<file path="config.mk">
export PLATFORM = sky130hd
export DESIGN_NAME = hex_or_bcd_string_packer_core
export DESIGN_NICKNAME = d
export VERILOG_FILES = /design/src/rtl/hbsp_pkg.sv /design/src/rtl/hbsp_digit_dec.sv /design/src/rtl/hbsp_pack_core.sv /design/src/rtl/hex_or_bcd_string_packer_core.sv
export SDC_FILE = /design/constraint.sdc
export NUM_CORES = 1
export LEC_CHECK = 0
export ABC_CLOCK_PERIOD_IN_PS = 13900
export BUFFER_PORTS_ARGS = -buffer_cell sky130_fd_sc_hd__buf_2
export CORE_ASPECT_RATIO = 1.75
export CORE_MARGIN = 2
export CORE_UTILIZATION = 59
export CTS_CLUSTER_DIAMETER = 100
export DETAILED_ROUTE_END_ITERATION = 6
export PLACE_DENSITY = 0.8
export REMOVE_ABC_BUFFERS = 1
export SYNTH_ARGS = -nofsm -noshare
export SYNTH_HDL_FRONTEND = slang
export SYNTH_SLANG_ARGS = --single-unit
</file>
<file path="constraint.sdc">
create_clock -name clock -period 13.9 [get_ports clock]
set_input_delay 2.085 -clock clock [delete_from_list [all_inputs] [get_ports clock]]
set_output_delay 2.085 -clock clock [all_outputs]
set_load 0.01 [all_outputs]
</file>
<file path="src/rtl/hbsp_pkg.sv">
// Shared types and constants of the hex or BCD string packer.
`default_nettype none

package hbsp_pkg;

   // Character codes the packer looks for.
   localparam logic [7:0] CHAR_0       = 8'h30;
   localparam logic [7:0] CHAR_9       = 8'h39;
   localparam logic [7:0] CHAR_UPPER_A = 8'h41;
   localparam logic [7:0] CHAR_UPPER_F = 8'h46;
   localparam logic [7:0] CHAR_LOWER_A = 8'h61;
   localparam logic [7:0] CHAR_LOWER_F = 8'h66;
   localparam logic [7:0] CHAR_UPPER_X = 8'h58;
   localparam logic [7:0] CHAR_LOWER_X = 8'h78;

   // Configuration register indexes.
   localparam logic CSR_DIGIT_MODE = 1'b0;
   localparam logic CSR_CAPACITY   = 1'b1;

   localparam logic [15:0] CAPACITY_RESET = 16'h8000;

   // Digit modes.
   localparam logic MODE_HEX = 1'b0;
   localparam logic MODE_DEC = 1'b1;

   typedef enum logic [1:0] {
      STAT_OK       = 2'd0,
      STAT_CAPACITY = 2'd1,
      STAT_TOO_LONG = 2'd2
   } status_type;

   // Classification of one character.
   typedef struct packed {
      logic       is_digit;
      logic [3:0] value;
      logic       is_x;
   } digit_type;

   // One result item.
   typedef struct packed {
      logic [15:0] byte_count;
      status_type  status;
      logic        done_res;
      logic        out_valid;
      logic [7:0]  out_byte;
   } result_type;

endpackage

`default_nettype wire

</file>
<file path="src/rtl/hbsp_digit_dec.sv">
// Character classifier: digit value in the selected mode and prefix letter detect.
`default_nettype none

module hbsp_digit_dec
   import hbsp_pkg::*;
(
   input  wire logic      digit_mode,
   input  wire logic [7:0] ch,
   output digit_type      digit
);

   logic       is_dec;
   logic       is_upper;
   logic       is_lower;
   logic [7:0] diff;

   always_comb begin
      is_dec   = (ch >= CHAR_0) && (ch <= CHAR_9);
      is_upper = (digit_mode == MODE_HEX) && (ch >= CHAR_UPPER_A) && (ch <= CHAR_UPPER_F);
      is_lower = (digit_mode == MODE_HEX) && (ch >= CHAR_LOWER_A) && (ch <= CHAR_LOWER_F);
      diff     = 8'h00;
      if (is_dec) begin
         diff = ch - CHAR_0;
      end else if (is_upper) begin
         diff = ch - CHAR_UPPER_A + 8'd10;
      end else if (is_lower) begin
         diff = ch - CHAR_LOWER_A + 8'd10;
      end
      digit.is_digit = is_dec || is_upper || is_lower;
      digit.value    = diff[3:0];
      digit.is_x     = (ch == CHAR_LOWER_X) || (ch == CHAR_UPPER_X);
   end

endmodule

`default_nettype wire

</file>
<file path="src/rtl/hbsp_pack_core.sv">
// Per-string packing state and the single-pass next-state and result logic.
`default_nettype none

module hbsp_pack_core
   import hbsp_pkg::*;
#(
   parameter int MAX_CHARS = 65536
)
(
   input  wire logic        clock,
   input  wire logic        reset,
   input  wire logic        step,
   input  wire logic [15:0] capacity,
   input  wire digit_type   digit,
   input  wire logic        first,
   input  wire logic        odd_length,
   input  wire logic        last,
   output result_type       result
);

   localparam int CHARS_W = $clog2(MAX_CHARS + 2);
   localparam logic [CHARS_W-1:0] MAX_CHARS_C = CHARS_W'(MAX_CHARS);

   logic               pend_valid_ff, pend_valid_in;
   logic [3:0]         pend_nibble_ff, pend_nibble_in;
   logic [15:0]        bytes_out_ff, bytes_out_in;
   logic [CHARS_W-1:0] chars_seen_ff, chars_seen_in;
   status_type         error_ff, error_in;

   logic               pv_base;
   logic [3:0]         pn_base;
   logic [15:0]        bo_base;
   logic [CHARS_W-1:0] cs_base;
   status_type         err_base;
   logic               emit_req;
   logic [7:0]         emit_byte;

   always_comb begin
      // A new string starts from clean counts; an odd length preloads a '0'.
      pv_base  = first ? odd_length : pend_valid_ff;
      pn_base  = first ? 4'h0 : pend_nibble_ff;
      bo_base  = first ? 16'h0000 : bytes_out_ff;
      cs_base  = first ? CHARS_W'(odd_length) : chars_seen_ff;
      err_base = first ? STAT_OK : error_ff;

      chars_seen_in = (cs_base <= MAX_CHARS_C) ? cs_base + 1'b1 : cs_base;
      error_in      = err_base;
      if ((chars_seen_in > MAX_CHARS_C) && (err_base == STAT_OK)) begin
         error_in = STAT_TOO_LONG;
      end

      pend_valid_in  = 1'b0;
      pend_nibble_in = 4'h0;
      emit_req       = 1'b0;
      emit_byte      = 8'h00;
      if (error_in == STAT_OK) begin
         if (pv_base) begin
            // A pending high digit followed by x is treated as a 0x prefix and dropped, whatever its value.
            if (!digit.is_x) begin
               emit_req  = 1'b1;
               emit_byte = digit.is_digit ? {pn_base, digit.value} : {4'h0, pn_base};
            end
         end else if (digit.is_digit) begin
            if (last) begin
               emit_req  = 1'b1;
               emit_byte = {4'h0, digit.value};
            end else begin
               pend_valid_in  = 1'b1;
               pend_nibble_in = digit.value;
            end
         end
      end

      bytes_out_in     = bo_base;
      result.out_valid = 1'b0;
      result.out_byte  = 8'h00;
      if (emit_req) begin
         if (bo_base >= capacity) begin
            error_in = STAT_CAPACITY;
         end else begin
            result.out_valid = 1'b1;
            result.out_byte  = emit_byte;
            bytes_out_in     = bo_base + 16'd1;
         end
      end

      if (last) begin
         pend_valid_in  = 1'b0;
         pend_nibble_in = 4'h0;
      end

      result.done_res   = last;
      result.status     = error_in;
      result.byte_count = bytes_out_in;
   end

   always_ff @(posedge clock) begin
      if (reset) begin
         pend_valid_ff  <= 1'b0;
         pend_nibble_ff <= 4'h0;
         bytes_out_ff   <= 16'h0000;
         chars_seen_ff  <= '0;
         error_ff       <= STAT_OK;
      end else if (step) begin
         pend_valid_ff  <= pend_valid_in;
         pend_nibble_ff <= pend_nibble_in;
         bytes_out_ff   <= bytes_out_in;
         chars_seen_ff  <= chars_seen_in;
         error_ff       <= error_in;
      end
   end

endmodule

`default_nettype wire

</file>
<file path="src/rtl/hex_or_bcd_string_packer_core.sv">
// Top level of the hex or BCD string packer: channels, registers and stages.
//
// Usage: a string is sent one ASCII character per transfer on the req_ channel,
// with req_tuser[0] marking its first character, req_tuser[1] saying the string
// has odd length (read with the first character) and req_tlast its final one.
// Every input transfer gives exactly one rsp_ transfer: the packed byte and a
// flag saying whether a byte was produced, the running byte count, a sticky
// status (capacity exceeded or string too long) and tlast copied from the input.
// The csr_ port writes the digit mode (hex or decimal) and the byte capacity;
// the user must write it only while the block is idle; the block does not enforce this.
// A character lands in the input register on its transfer; the packing logic
// then updates the string state and loads the result register once that
// register is free. Throughput is one character per clock while the receiver
// does not stall, set by the update of the pending nibble and counters.
// When the receiver stalls, the result register holds and the input register
// still takes one more character; after that req_tready drops until rsp_tready
// returns. Reset clears both valid flags and the string state, and sets the
// digit mode to hex and the capacity to 32768 bytes.
`default_nettype none

module hex_or_bcd_string_packer_core
   import hbsp_pkg::*;
#(
   parameter int MAX_CHARS = 65536
)
(
   input  wire logic        clock,
   input  wire logic        reset,
   // Input character channel.
   input  wire logic        req_tvalid,
   output logic             req_tready,
   input  wire logic [7:0]  req_tdata,   // [7:0] ch
   input  wire logic [1:0]  req_tuser,   // [0] first, [1] odd_length
   input  wire logic        req_tlast,   // last
   // Result channel.
   output logic             rsp_tvalid,
   input  wire logic        rsp_tready,
   output logic [23:0]      rsp_tdata,   // [7:0] out_byte, [23:8] byte_count
   output logic [2:0]       rsp_tuser,   // [0] out_valid, [2:1] status
   output logic             rsp_tlast,   // done_res
   // Configuration write port.
   input  wire logic        csr_we,
   input  wire logic        csr_index,
   input  wire logic [15:0] csr_wdata
);

   logic        digit_mode_ff;
   logic [15:0] capacity_ff;

   logic        in_valid_ff;
   logic [7:0]  in_ch_ff;
   logic        in_first_ff;
   logic        in_odd_ff;
   logic        in_last_ff;

   logic        out_valid_ff;
   result_type  out_ff;

   logic        out_free;
   logic        step;
   digit_type   digit;
   result_type  result;

   // The result register can load when it is empty or being drained.
   assign out_free   = !out_valid_ff || rsp_tready;
   assign step       = in_valid_ff && out_free;
   assign req_tready = !in_valid_ff || out_free;

   always_ff @(posedge clock) begin
      if (reset) begin
         digit_mode_ff <= MODE_HEX;
         capacity_ff   <= CAPACITY_RESET;
      end else if (csr_we) begin
         case (csr_index)
            CSR_DIGIT_MODE: digit_mode_ff <= csr_wdata[0];
            CSR_CAPACITY:   capacity_ff   <= csr_wdata;
            default:        ;
         endcase
      end
   end

   // Input register.
   always_ff @(posedge clock) begin
      if (reset) begin
         in_valid_ff <= 1'b0;
      end else if (req_tready) begin
         in_valid_ff <= req_tvalid;
      end
   end

   always_ff @(posedge clock) begin
      if (req_tvalid && req_tready) begin
         in_ch_ff    <= req_tdata;
         in_first_ff <= req_tuser[0];
         in_odd_ff   <= req_tuser[1];
         in_last_ff  <= req_tlast;
      end
   end

   hbsp_digit_dec u_digit_dec (
      .digit_mode (digit_mode_ff),
      .ch         (in_ch_ff),
      .digit      (digit)
   );

   hbsp_pack_core #(
      .MAX_CHARS (MAX_CHARS)
   ) u_pack_core (
      .clock      (clock),
      .reset      (reset),
      .step       (step),
      .capacity   (capacity_ff),
      .digit      (digit),
      .first      (in_first_ff),
      .odd_length (in_odd_ff),
      .last       (in_last_ff),
      .result     (result)
   );

   // Result register.
   always_ff @(posedge clock) begin
      if (reset) begin
         out_valid_ff <= 1'b0;
      end else if (out_free) begin
         out_valid_ff <= in_valid_ff;
      end
   end

   always_ff @(posedge clock) begin
      if (step) begin
         out_ff <= result;
      end
   end

   assign rsp_tvalid = out_valid_ff;
   assign rsp_tdata  = {out_ff.byte_count, out_ff.out_byte};
   assign rsp_tuser  = {out_ff.status, out_ff.out_valid};
   assign rsp_tlast  = out_ff.done_res;

endmodule

`default_nettype wire

</file>
# Word level (Yosys, flattened, before mapping)
# Index checks and enable logic that the tools add are counted.
[totals]
reg_bits = 98
input_bits = 33
out_inout_bits = 30
word_cells = 94
[classes]
n_addsub = 7
magnitude_cmp = 9
n_eq_ne = 2
mux = 34
bitwise = 4
reduce_logical = 20
[op_table]
columns = ["cell", "count"]
rows = [
  ["two-way mux 16 bit", 3],
  ["two-way mux 8 bit", 5],
  ["two-way mux 4 bit", 9],
  ["two-way mux 17 bit", 2],
  ["adder 17 x 1 -> 17 bit, second input constant", 1],
  ["greater-than comparator 17 bit, second input constant", 1],
  ["less-or-equal comparator 17 bit, second input constant", 1],
  ["adder 16 x 1 -> 16 bit, second input constant", 1],
  ["== test 8 x 7 -> 1 bit, second input constant", 2],
  ["greater-or-equal comparator 16 bit", 1],
  ["greater-or-equal comparator 8 x 7 -> 1 bit, second input constant", 2],
  ["less-or-equal comparator 8 x 7 -> 1 bit, second input constant", 2],
  ["subtractor 4 x 1 -> 4 bit, second input constant", 3],
  ["two-way mux 1 bit", 10],
  ["two-way mux 9 bit", 1],
  ["adder 4 bit, second input constant", 2],
  ["greater-or-equal comparator 8 x 6 -> 1 bit, second input constant", 1],
  ["less-or-equal comparator 8 x 6 -> 1 bit, second input constant", 1],
  ["logical AND 1 bit", 8],
  ["two-way mux 2 bit", 4],
  ["logical OR 1 bit", 5],
  ["logical NOT 2 bit", 2],
  ["inverter 1 bit", 4],
  ["AND reduction 2 bit", 2],
  ["other kinds (2)", 3],
]

# Depth between registers and ports, before layout
# Gate-level depths: netlist (run 1).
[logic_depth]
word_depth = 11
depth_mapped = 18
ltp_nobuf = 12

# Cells and area by module
# A second synthesis (run 1) with hierarchy kept.
[hier_totals]
hier_cells = 621
area_unflattened_um2 = 5806.8
[by_module_without_submodules]
columns = ["mod", "n_inst", "cells_per_inst", "area_each_um2", "seq_area_each_um2"]
rows = [
  ["hbsp_pack_core", 1, 472, 3507.1, 800.8],
  ["hex_or_bcd_string_packer_core", 1, 126, 2099.5, 1551.5],
  ["hbsp_digit_dec", 1, 23, 200.2, 0.0],
]

# Least setup slack after synthesis (run 1)
# No wires, ideal clock.
[synth_timing]
path_type = "register to register"
startpoint = "reg in_first_ff"
endpoint = "reg out_ff (netlist bit rsp_tdata[22]) (data pin)"
setup_ns = 0.264
t_arrival_ns = 4.369
required_time_ns = 13.636
path_slack_ns = 9.267
stages_incl_launch_ff = 19
path_buffers = 8
period_less_slack_ns = 4.633
cell_sequence = "edfxtp_1 clkbuf_1 clkbuf_1 clkbuf_1 clkbuf_1 clkbuf_1 nor2b_1 ha_1 buf_4 nand4b_4 or4_4 or4_1 a31oi_1 nand3b_1 o31ai_1 buf_2 buf_2 nand4_1 xnor2_1"
[synth_lines]
columns = ["item", "line", "rtl"]
rows = [
  ["from (decl)", "hex_or_bcd_string_packer_core.sv:52", "logic in_first_ff;"],
  ["from (signal assigned)", "hex_or_bcd_string_packer_core.sv:94", "in_first_ff <= req_tuser[0];"],
  ["to (signal assigned)", "hex_or_bcd_string_packer_core.sv:131", "out_ff <= result;"],
  ["to (decl)", "hex_or_bcd_string_packer_core.sv:57", "result_type out_ff;"],
]

# Worst setup path in the final report (run 1)
[layout_timing]
startpoint = "in rsp_tready"
endpoint = "out req_tready"
[layout_between]
elab_chain_cells = 2
[layout_rtl]
columns = ["item", "line", "rtl"]
rows = [
  ["from (decl)", "hex_or_bcd_string_packer_core.sv:37", "input wire logic rsp_tready,"],
  ["logical OR 1 bit", "hex_or_bcd_string_packer_core.sv:65", "assign out_free = !out_valid_ff || rsp_tready;"],
  ["logical OR 1 bit", "hex_or_bcd_string_packer_core.sv:67", "assign req_tready = !in_valid_ff || out_free;"],
  ["to (decl)", "hex_or_bcd_string_packer_core.sv:31", "output logic req_tready,"],
]
# No other way between the ends.

==> out/qor.csv, run 1 <==
stage;metric;value;unit
setup_path;regToRegStartpoint;in_first_ff$_DFFE_PP_;
timing;tightest_slew;1.246;ns
routing;initialDrtViolationCount;429;
min_path;hp-class;reg -> reg;
routing;wl;15130;um
synthesis;ys_seq_area_frac;0.4060;
routing;post_drt_via_cell_ratio;6.351;
timing;grt_setup_unrepaired;no;
synthesis;yosys_warnings;0;
die;die_width;78.91;um
finish;ff_latch_area;2352;sq um
cts;htree_num_levels;3;
placed_design;portBuffers;62;
synthesis;netlist.top_cell.by_area;sky130_fd_sc_hd__dfxtp_1;
setup_path;timing_worst_setup_path_type;in -> out;
cts;clk_pin_slew_worst_paths;0.06;ns
routing;post_drt_wl_per_cell;17.90;um
finish;multi_input_combinational_cell_area;3143;sq um
power_and_ir_drop;pwr_density_cell;103.9;nW/um^2
cts;cts_repair_resize_count;0;
outcome;outcome;complete, no violations;
global_routing;grt-ovfl-total;0;
finish;filler_cell_count;830;
die;design.die.area;10660;sq um
setup_path;critPathLaunchType;input pin;
cts;worstSkewPairLatency;0.35;ns
routing;detail-route-antenna-nets;0;
cts;cts_max_path_buffers;2;
cts;post_cts_buffers;0;
placed_design;dp.final_hpwl;10350;um
die;floorplan.core_area;9527;sq um
routing;routed-via-count;5367;
power_and_ir_drop;ir_drop;0.07103;mV
synthesis;synth.top_cells.by_area;sky130_fd_sc_hd__dfxtp_1, sky130_fd_sc_hd__edfxtp_1, sky130_fd_sc_hd__nand2_1;
setup_path;cp_data_arrival_time;2.63;ns
placed_design;pre_cts_ws;9.176;ns
global_routing;grt_first_pass_wirelength;24740;um
cts;cts_tree;yes;
synthesis;syn-cell-area;5793;sq um
global_routing;globalRouteTotalUtil;0.2926;
timing;maxClockFrequency;0.2119;GHz
cts;cts.sinks;98;
cts;holdBufCountCts;0;
cts;total_cts_buffers;9;
finish;area_growth;11.14;%
finish;final_area;6439;sq um
synthesis;synth_ff_type;sky130_fd_sc_hd__dfxtp_1;
die;initial_core_util;0.6081;
timing;slew_limit_fails;0;
min_path;start_point_of_the_worst_hold_path;capacity_ff[4]$_SDFFE_PP0P_;
die;die_h;135.1;um
synthesis;synth_top_area_share;0.2039;
finish;final_net_count;773;
timing;final_report_hold_violation_count;0;
power_and_ir_drop;p_total;0.6692;mW
synthesis;number_of_enable_type_register_cells_in_the_synthesized_netlist;39;
global_routing;initial_antenna_violation_count;0;
finish;layout-drive-gt1-share;0.1355;
setup_path;critPathRequiredTime;11.81;ns
timing;hold_ws;0.4625;ns
synthesis;ys_async_sr_fraction;0;
die;rows;47;
synthesis;post_synth_inst_count;684;
timing;setup_viol;0;
routing;number_of_remaining_drc_errors;0;
setup_path;path_max_fanout;4;
run;max_cap_violations;0;
timing;finalSetupTns;0;ns
timing;fin_worst_skew;0.01138;ns
global_routing;pin_count_of_the_biggest_net_entering_global_routing;62;
power_and_ir_drop;p_leak;2.455;nW
setup_path;setup.worst_path.end_class;output pin;
placed_design;placed_area;6120;sq um
timing;finalCritPeriodShare;0.3395;
routing;detail_route.first_pass.iterations;5;
setup_path;cp_startpoint;rsp_tready;
cts;cts.root.buffer_cell;sky130_fd_sc_hd__clkbuf_16;
synthesis;synthesis.area_per_instance;8.469;sq um
timing;layout_min_cycle_time;4.719;ns
synthesis;synth_cell_types;62;
synthesis;synth.ff_latch_count;98;
placed_design;gp_congestion;0.9393;
timing;maxSlewHeadroom;0.1603;
die;ioPinCount;63;
timing;postLayoutSetupSlackWorst;9.181;ns
finish;n_antenna_cell;0;
global_routing;first_global_vias;5270;
-- power by group --
| part | total (mW) | switching (mW) | internal (mW) |
|---|---|---|---|
| registers | 0.318 | 0.00711 | 0.311 |
| clock network | 0.268 | 0.109 | 0.158 |
| logic | 0.0835 | 0.0544 | 0.0291 |
| total | 0.669 | 0.171 | 0.499 |
-- path summary, 6_finish.rpt --
check	endpoint	slack [ns]	depth (start not counted)
worst max-delay path	req_tready	9.18	4
worst min-delay path	capacity_ff[4]$_SDFFE_PP0P_	0.46	2
worst max register to register	u_pack_core.bytes_out_ff[9]$_SDFFE_PP0P_	9.19	12
worst min register to register	capacity_ff[4]$_SDFFE_PP0P_	0.46	2
-- registers in the layout, summed over array words and instances, names as in the netlist --
signal	cells
in_odd_ff	1
in_first_ff	1
in_ch_ff	8
u_pack_core.chars_seen_ff	17
u_pack_core.bytes_out_ff	16
u_pack_core.error_ff	2
rsp_tlast	1
u_pack_core.pend_nibble_ff	4
capacity_ff	16
rsp_tdata	24
in_last_ff	1
rsp_tuser	3
in_valid_ff	1
u_pack_core.pend_valid_ff	1
digit_mode_ff	1
rsp_tvalid	1
-- cell usage after synthesis (4+ instances only) --
master and number:
sky130_fd_sc_hd__o211ai_1 7, sky130_fd_sc_hd__a21o_1 9, sky130_fd_sc_hd__edfxtp_1 39, sky130_fd_sc_hd__clkbuf_1 35, sky130_fd_sc_hd__and3_1 10, sky130_fd_sc_hd__dfxtp_1 59, sky130_fd_sc_hd__a311oi_1 4, sky130_fd_sc_hd__nand4b_1 11
sky130_fd_sc_hd__or4_1 4, sky130_fd_sc_hd__o21a_1 4, sky130_fd_sc_hd__inv_1 29, sky130_fd_sc_hd__a21oi_1 45, sky130_fd_sc_hd__or2_2 5, sky130_fd_sc_hd__a22oi_1 9, sky130_fd_sc_hd__a32oi_1 4, sky130_fd_sc_hd__nor3_1 7
sky130_fd_sc_hd__xnor2_1 15, sky130_fd_sc_hd__a211o_1 4, sky130_fd_sc_hd__nand2b_1 6, sky130_fd_sc_hd__o31a_1 9, sky130_fd_sc_hd__a211oi_1 6, sky130_fd_sc_hd__nand4_1 14, sky130_fd_sc_hd__o21ai_0 29, sky130_fd_sc_hd__buf_2 6
sky130_fd_sc_hd__o31ai_1 5, sky130_fd_sc_hd__mux2i_1 4, sky130_fd_sc_hd__nor2_1 73, sky130_fd_sc_hd__nand2_1 88, sky130_fd_sc_hd__nor2b_1 18, sky130_fd_sc_hd__nor4_1 16, sky130_fd_sc_hd__a31oi_1 7, sky130_fd_sc_hd__ha_1 22
sky130_fd_sc_hd__nand3_1 18, sky130_fd_sc_hd__a2111oi_0 4, sky130_fd_sc_hd__or3_1 4, sky130_fd_sc_hd__a311o_1 7, sky130_fd_sc_hd__and2_1 9
-- metrics by stage --
step	std cells	util
global placement	829	0.6424
detailed placement	829	0.6424
finish	845	0.6759
global route	845	0.6759
CTS	845	0.6759
floorplan	638	-
-- placed cells by master, fill, tap and decap left out, drive strengths merged, types with 10 or more instances in the layout --
master | netlist | final
nand2 | 88 | 88
nor2 | 73 | 73
buf | 11 | 69
dfxtp | 59 | 59
a21oi | 45 | 45
edfxtp | 39 | 39
o21ai | 30 | 30
inv | 29 | 30
ha | 22 | 22
nand3 | 18 | 18
nor2b | 18 | 18
nor4 | 16 | 16
xnor2 | 15 | 15
nand4 | 14 | 14
nand4b | 12 | 12
and3 | 10 | 10
and2 | 10 | 10
clkbuf | 35 | 10
-- critical path, stage by stage --
cell and delay (ns):
sky130_fd_sc_hd__buf_2 0.10, sky130_fd_sc_hd__nor2b_1 0.21, sky130_fd_sc_hd__nand2_1 0.09, sky130_fd_sc_hd__buf_2 0.14
-- final cells by class --
| class | count | share of cell area |
|---|---|---|
| Clock buffer | 10 | 0.03556 |
| Clock inverter | 6 | 0.01399 |
| Inverter | 29 | 0.01691 |
| Multi-Input combinational cell | 511 | 0.4881 |
| Sequential cell | 98 | 0.3653 |
| Tap cell | 122 | 0.02371 |
| Timing Repair Buffer | 69 | 0.05635 |
-- per-layer routing --
layer	vias to the layer above	routed length, um	track usage	share of wire
met5	-	0	0	0
met4	0	602	0.1648	0.040
met3	55	818	0.03743	0.054
met2	246	8308	0.5503	0.55
met1	2516	5395	0.3061	0.36
li1	2550	-	-	-
-- cell families after synthesis --
group | count (synthesis) | share of synthesized area
AO/OA/AOI/OAI | 166 | 0.1914
XOR/XNOR | 18 | 0.02722
adder cells (fa/ha/maj) | 22 | 0.04752
buffers and inverters | 75 | 0.05378
flip-flops | 98 | 0.4060
multiplexers | 7 | 0.01274
AND/OR/NAND/NOR | 298 | 0.2613
Note: power is estimated with default switching activity, not from simulation.
==> inputs of run 2 (changes only) <==
- ABC_AREA: not set -> 1
- ABC_CLOCK_PERIOD_IN_PS: 13900 -> 4500
- clock period: 13.9 -> 4.5 ns (I/O delays scaled with it)
==> run 2 against run 1 <==
Synthesized area is 3.5% higher. Via count increased by 7.0%. Cell area increased by 2.4%. Utilization fell by 0.67 points. Combinational power grew to 3.9 times the previous value. Highest routed layer unchanged. Synthesized cell count grew 22%. Register-to-register slack got worse by 8.5 ns. Sequential power grew to 3.2 times the previous value. Critical endpoint is now u_pack_core.pend_nibble_ff[0]$_SDFFE_PP0P_. Power increased to 3.1 times the previous value. Worst setup slack worse by 8.5 ns. Critical path type is now reg -> reg. Cell count rose by 19%. Count of clock-buffer cells in the layout down 1.
==> out/qor.csv, run 2 <==
stage;metric;value;unit;change
synthesis;number_of_enable_type_register_cells_in_the_synthesized_netlist;39;;unchanged
synthesis;yosys_warnings;0;;unchanged
routing;detail_route.first_pass.iterations;5;;unchanged
cts;cts.sinks;98;;unchanged
routing;detail-route-antenna-nets;0;;unchanged
cts;cts_max_path_buffers;2;;unchanged
finish;number_of_flip_flops_in_the_largest_register;24;;unchanged
routing;post_drt_wl_per_cell;14.31;um;-20%
placed_design;gp_congestion;0.9389;;about the same
synthesis;synth_commonest_cells;sky130_fd_sc_hd__nand2_1, sky130_fd_sc_hd__inv_1, sky130_fd_sc_hd__nor2_1;;
cts;total_cts_buffers;9;;unchanged
setup_path;worst_r2r_path_depth;21;;+9
synthesis;synth.ff_latch_count;98;;unchanged
finish;area_growth;9.979;%;
cts;holdBufCountCts;0;;unchanged
setup_path;rrSetupSlack;0.68;ns;-8.51 ns
global_routing;globalRouteTotalUtil;0.2692;;-0.02343
synthesis;synth_top_area_share;0.1971;;-0.006810
timing;hold_ws;0.4643;ns;+0.001820 ns
global_routing;pin_count_of_the_biggest_net_entering_global_routing;48;;-23%
placed_design;portBuffers;62;;unchanged
timing;fin_worst_skew;0.008250;ns;-0.003127 ns
die;die_width;80.19;um;+1.6%
routing;wl;14400;um;-4.8%
setup_path;crit_top_cell;sky130_fd_sc_hd__nand2_1;;
cts;cts.root.buffer_cell;sky130_fd_sc_hd__clkbuf_16;;
synthesis;synth_cell_types;37;;-40%
synthesis;netlist.top_cell.by_area;sky130_fd_sc_hd__dfxtp_1;;
timing;slew_limit_fails;0;;unchanged
cts;cts_tree;yes;;
die;design.die.area;11010;sq um;+3.3%
outcome;outcome;complete, no violations;;
power_and_ir_drop;ir_drop;0.2361;mV;+230%
setup_path;timing_worst_setup_path_type;reg -> reg;;
routing;initialDrtViolationCount;288;;-33%
die;ioPinCount;63;;unchanged
synthesis;syn-cell-area;5993;sq um;+3.5%
timing;finalSetupTns;0;ns;unchanged
setup_path;setup.worst_path.end_class;register;;
global_routing;grt-ovfl-total;0;;unchanged
timing;maxClockFrequency;0.2616;GHz;
power_and_ir_drop;pwr_density_cell;314.8;nW/um^2;+200%
cts;clk_pin_slew_worst_paths;0.07;ns;about the same
setup_path;regToRegStartpoint;in_first_ff$_DFFE_PP_;;
placed_design;pre_cts_ws;0.7784;ns;-8.398 ns
synthesis;ys_seq_area_frac;0.3925;;-0.01356
setup_path;path_max_fanout;37;;+33
global_routing;first_global_vias;5431;;+3.1%
placed_design;dp.final_hpwl;10480;um;+1.3%
global_routing;initial_antenna_violation_count;0;;unchanged
synthesis;synth_ff_type;sky130_fd_sc_hd__dfxtp_1;;
routing;number_of_remaining_drc_errors;0;;unchanged
finish;final_net_count;931;;+20%
power_and_ir_drop;p_total;2.075;mW;+210%
finish;final_area;6591;sq um;+2.4%
global_routing;grt_first_pass_wirelength;23190;um;-6.3%
finish;layout_commonest_cell;sky130_fd_sc_hd__nand2_1;;
cts;worstSkewPairLatency;0.35;ns;about the same
timing;setup_viol;0;;unchanged
setup_path;cp_cell_sequence;inv_6 > nand2_1 > nand2_1 > ha_1 > nand2_1 > inv_1 > nand2_1 > inv_1 > nand2_1 > xor2_1 > nand2_1 > nand2_1 > nor2_1 > nand2_1 > nor2_1 > nand2_2 > a21oi_4 > nand3_1 > nor2_1 > nor2_1 > nor2_1;;
setup_path;cp_data_arrival_time;4.10;ns;+1.47 ns
routing;post_drt_via_cell_ratio;5.708;;-10%
finish;layout-drive-gt1-share;0.1453;;+0.009743
cts;cts_repair_resize_count;0;;unchanged
min_path;hp-class;reg -> reg;;
synthesis;synth.top_cells.by_area;sky130_fd_sc_hd__dfxtp_1, sky130_fd_sc_hd__edfxtp_1, sky130_fd_sc_hd__nand2_1;;
synthesis;ys_async_sr_fraction;0;;unchanged
synthesis;synthesis.area_per_instance;7.195;sq um;-15%
power_and_ir_drop;p_leak;3.242;nW;+32%
setup_path;critical_register_to_register_path_endpoint;u_pack_core.pend_nibble_ff[0]$_SDFFE_PP0P_;;
timing;finalCritPeriodShare;0.8493;;
setup_path;timing.critical_path.slowest_cell_delay;0.69;ns;+0.48 ns
timing;grt_setup_unrepaired;no;;
die;floorplan.core_area;9849;sq um;+3.4%
timing;postLayoutSetupSlackWorst;0.6780;ns;-8.503 ns
setup_path;critPathRequiredTime;4.78;ns;-7.03 ns
run;max_cap_violations;0;;unchanged
synthesis;post_synth_inst_count;833;;+22%
placed_design;placed_area;6307;sq um;+3.1%
cts;htree_num_levels;3;;unchanged
setup_path;critical_path_top_delay_cell;sky130_fd_sc_hd__a21oi_4;;
setup_path;critPathLaunchType;register;;
synthesis;most_instantiated_library_cell_after_synthesis;sky130_fd_sc_hd__nand2_1;;
timing;final_report_hold_violation_count;0;;unchanged
cts;post_cts_buffers;0;;unchanged
routing;routed-via-count;5742;;+7.0%
die;rows;48;;+2.1%
timing;tightest_slew;0.9005;ns;-0.3459 ns
die;die_h;137.3;um;+1.7%
timing;maxSlewHeadroom;0.3997;;+0.2394
timing;layout_min_cycle_time;3.822;ns;
die;initial_core_util;0.6085;;about the same
setup_path;cp_startpoint;in_first_ff$_DFFE_PP_;;
setup_path;timing.critical_path.to;u_pack_core.pend_nibble_ff[0]$_SDFFE_PP0P_;;
finish;layout.cells.most_common_list;sky130_fd_sc_hd__nand2_1, sky130_fd_sc_hd__inv_1, sky130_fd_sc_hd__nor2_1, sky130_fd_sc_hd__buf_2, sky130_fd_sc_hd__nand3_1;;
finish;n_antenna_cell;0;;unchanged
==> run 2: where the power goes <==
group	switching, mW	internal, mW
clock network	0.353	0.385
registers	0.0312	0.976
logic	0.226	0.103
total	0.611	1.46
==> run 2: area by class of cell <==
type	instances	area [sq um]
Timing Repair Buffer	67	347.8
Sequential cell	98	2352
Tap cell	125	156.4
Clock inverter	7	58.81
Inverter	133	506.7
Fill cell	867	3258
Clock buffer	9	225.2
Multi-Input combinational cell	567	2944
==> run 2: layer usage <==
layer,track usage,vias up,wire length [um]
li1,-,2795,-
met1,0.2709,2668,5260
met2,0.4935,211,7576
met3,0.03735,68,673
met4,0.1930,0,885
met5,0,-,0
==> run 2: per-stage QoR <==
| step | std cells | utilization |
|---|---|---|
| after floorplan | 798 | - |
| after global placement | 990 | 0.6404 |
| after detailed placement | 990 | 0.6404 |
| after CTS | 1006 | 0.6692 |
| after global routing | 1006 | 0.6692 |
| final | 1006 | 0.6692 |
==> run 2: cell families (layout without fill, tap and decap cells) <==
family	Yosys count	after routing	share of synthesized area
compound gates	112	112	0.09750
xor+xnor	14	14	0.02046
fa+ha+maj	22	22	0.04593
buf+inv	168	216	0.1163
flops	98	98	0.3925
simple gates	419	419	0.3273
==> run 2: critical path: cells and delay by family, from the launching register on <==
kind	cells	cell delay, ns
AOI/OAI and AO/OA	1	0.69
and+or+nand+nor	15	1.60
adders and majority gates	1	0.25
xor gates and xnor gates	1	0.15
DFF	1	0.57
buffers and inverters	3	0.45
==> run 2: worst min path at each step <==
stage / start / to / slack [ns] / cells after the start
after global routing: capacity_ff[5]$_SDFFE_PP0P_ / capacity_ff[5]$_SDFFE_PP0P_ / 0.48 / 2
after floorplan: digit_mode_ff$_SDFFE_PP0P_ / digit_mode_ff$_SDFFE_PP0P_ / 0.43 / 2
final: capacity_ff[4]$_SDFFE_PP0P_ / capacity_ff[4]$_SDFFE_PP0P_ / 0.46 / 2
after global placement: capacity_ff[12]$_SDFFE_PP0P_ / capacity_ff[12]$_SDFFE_PP0P_ / 0.45 / 2
after detailed placement: capacity_ff[4]$_SDFFE_PP0P_ / capacity_ff[4]$_SDFFE_PP0P_ / 0.46 / 2
after CTS: capacity_ff[4]$_SDFFE_PP0P_ / capacity_ff[4]$_SDFFE_PP0P_ / 0.47 / 2
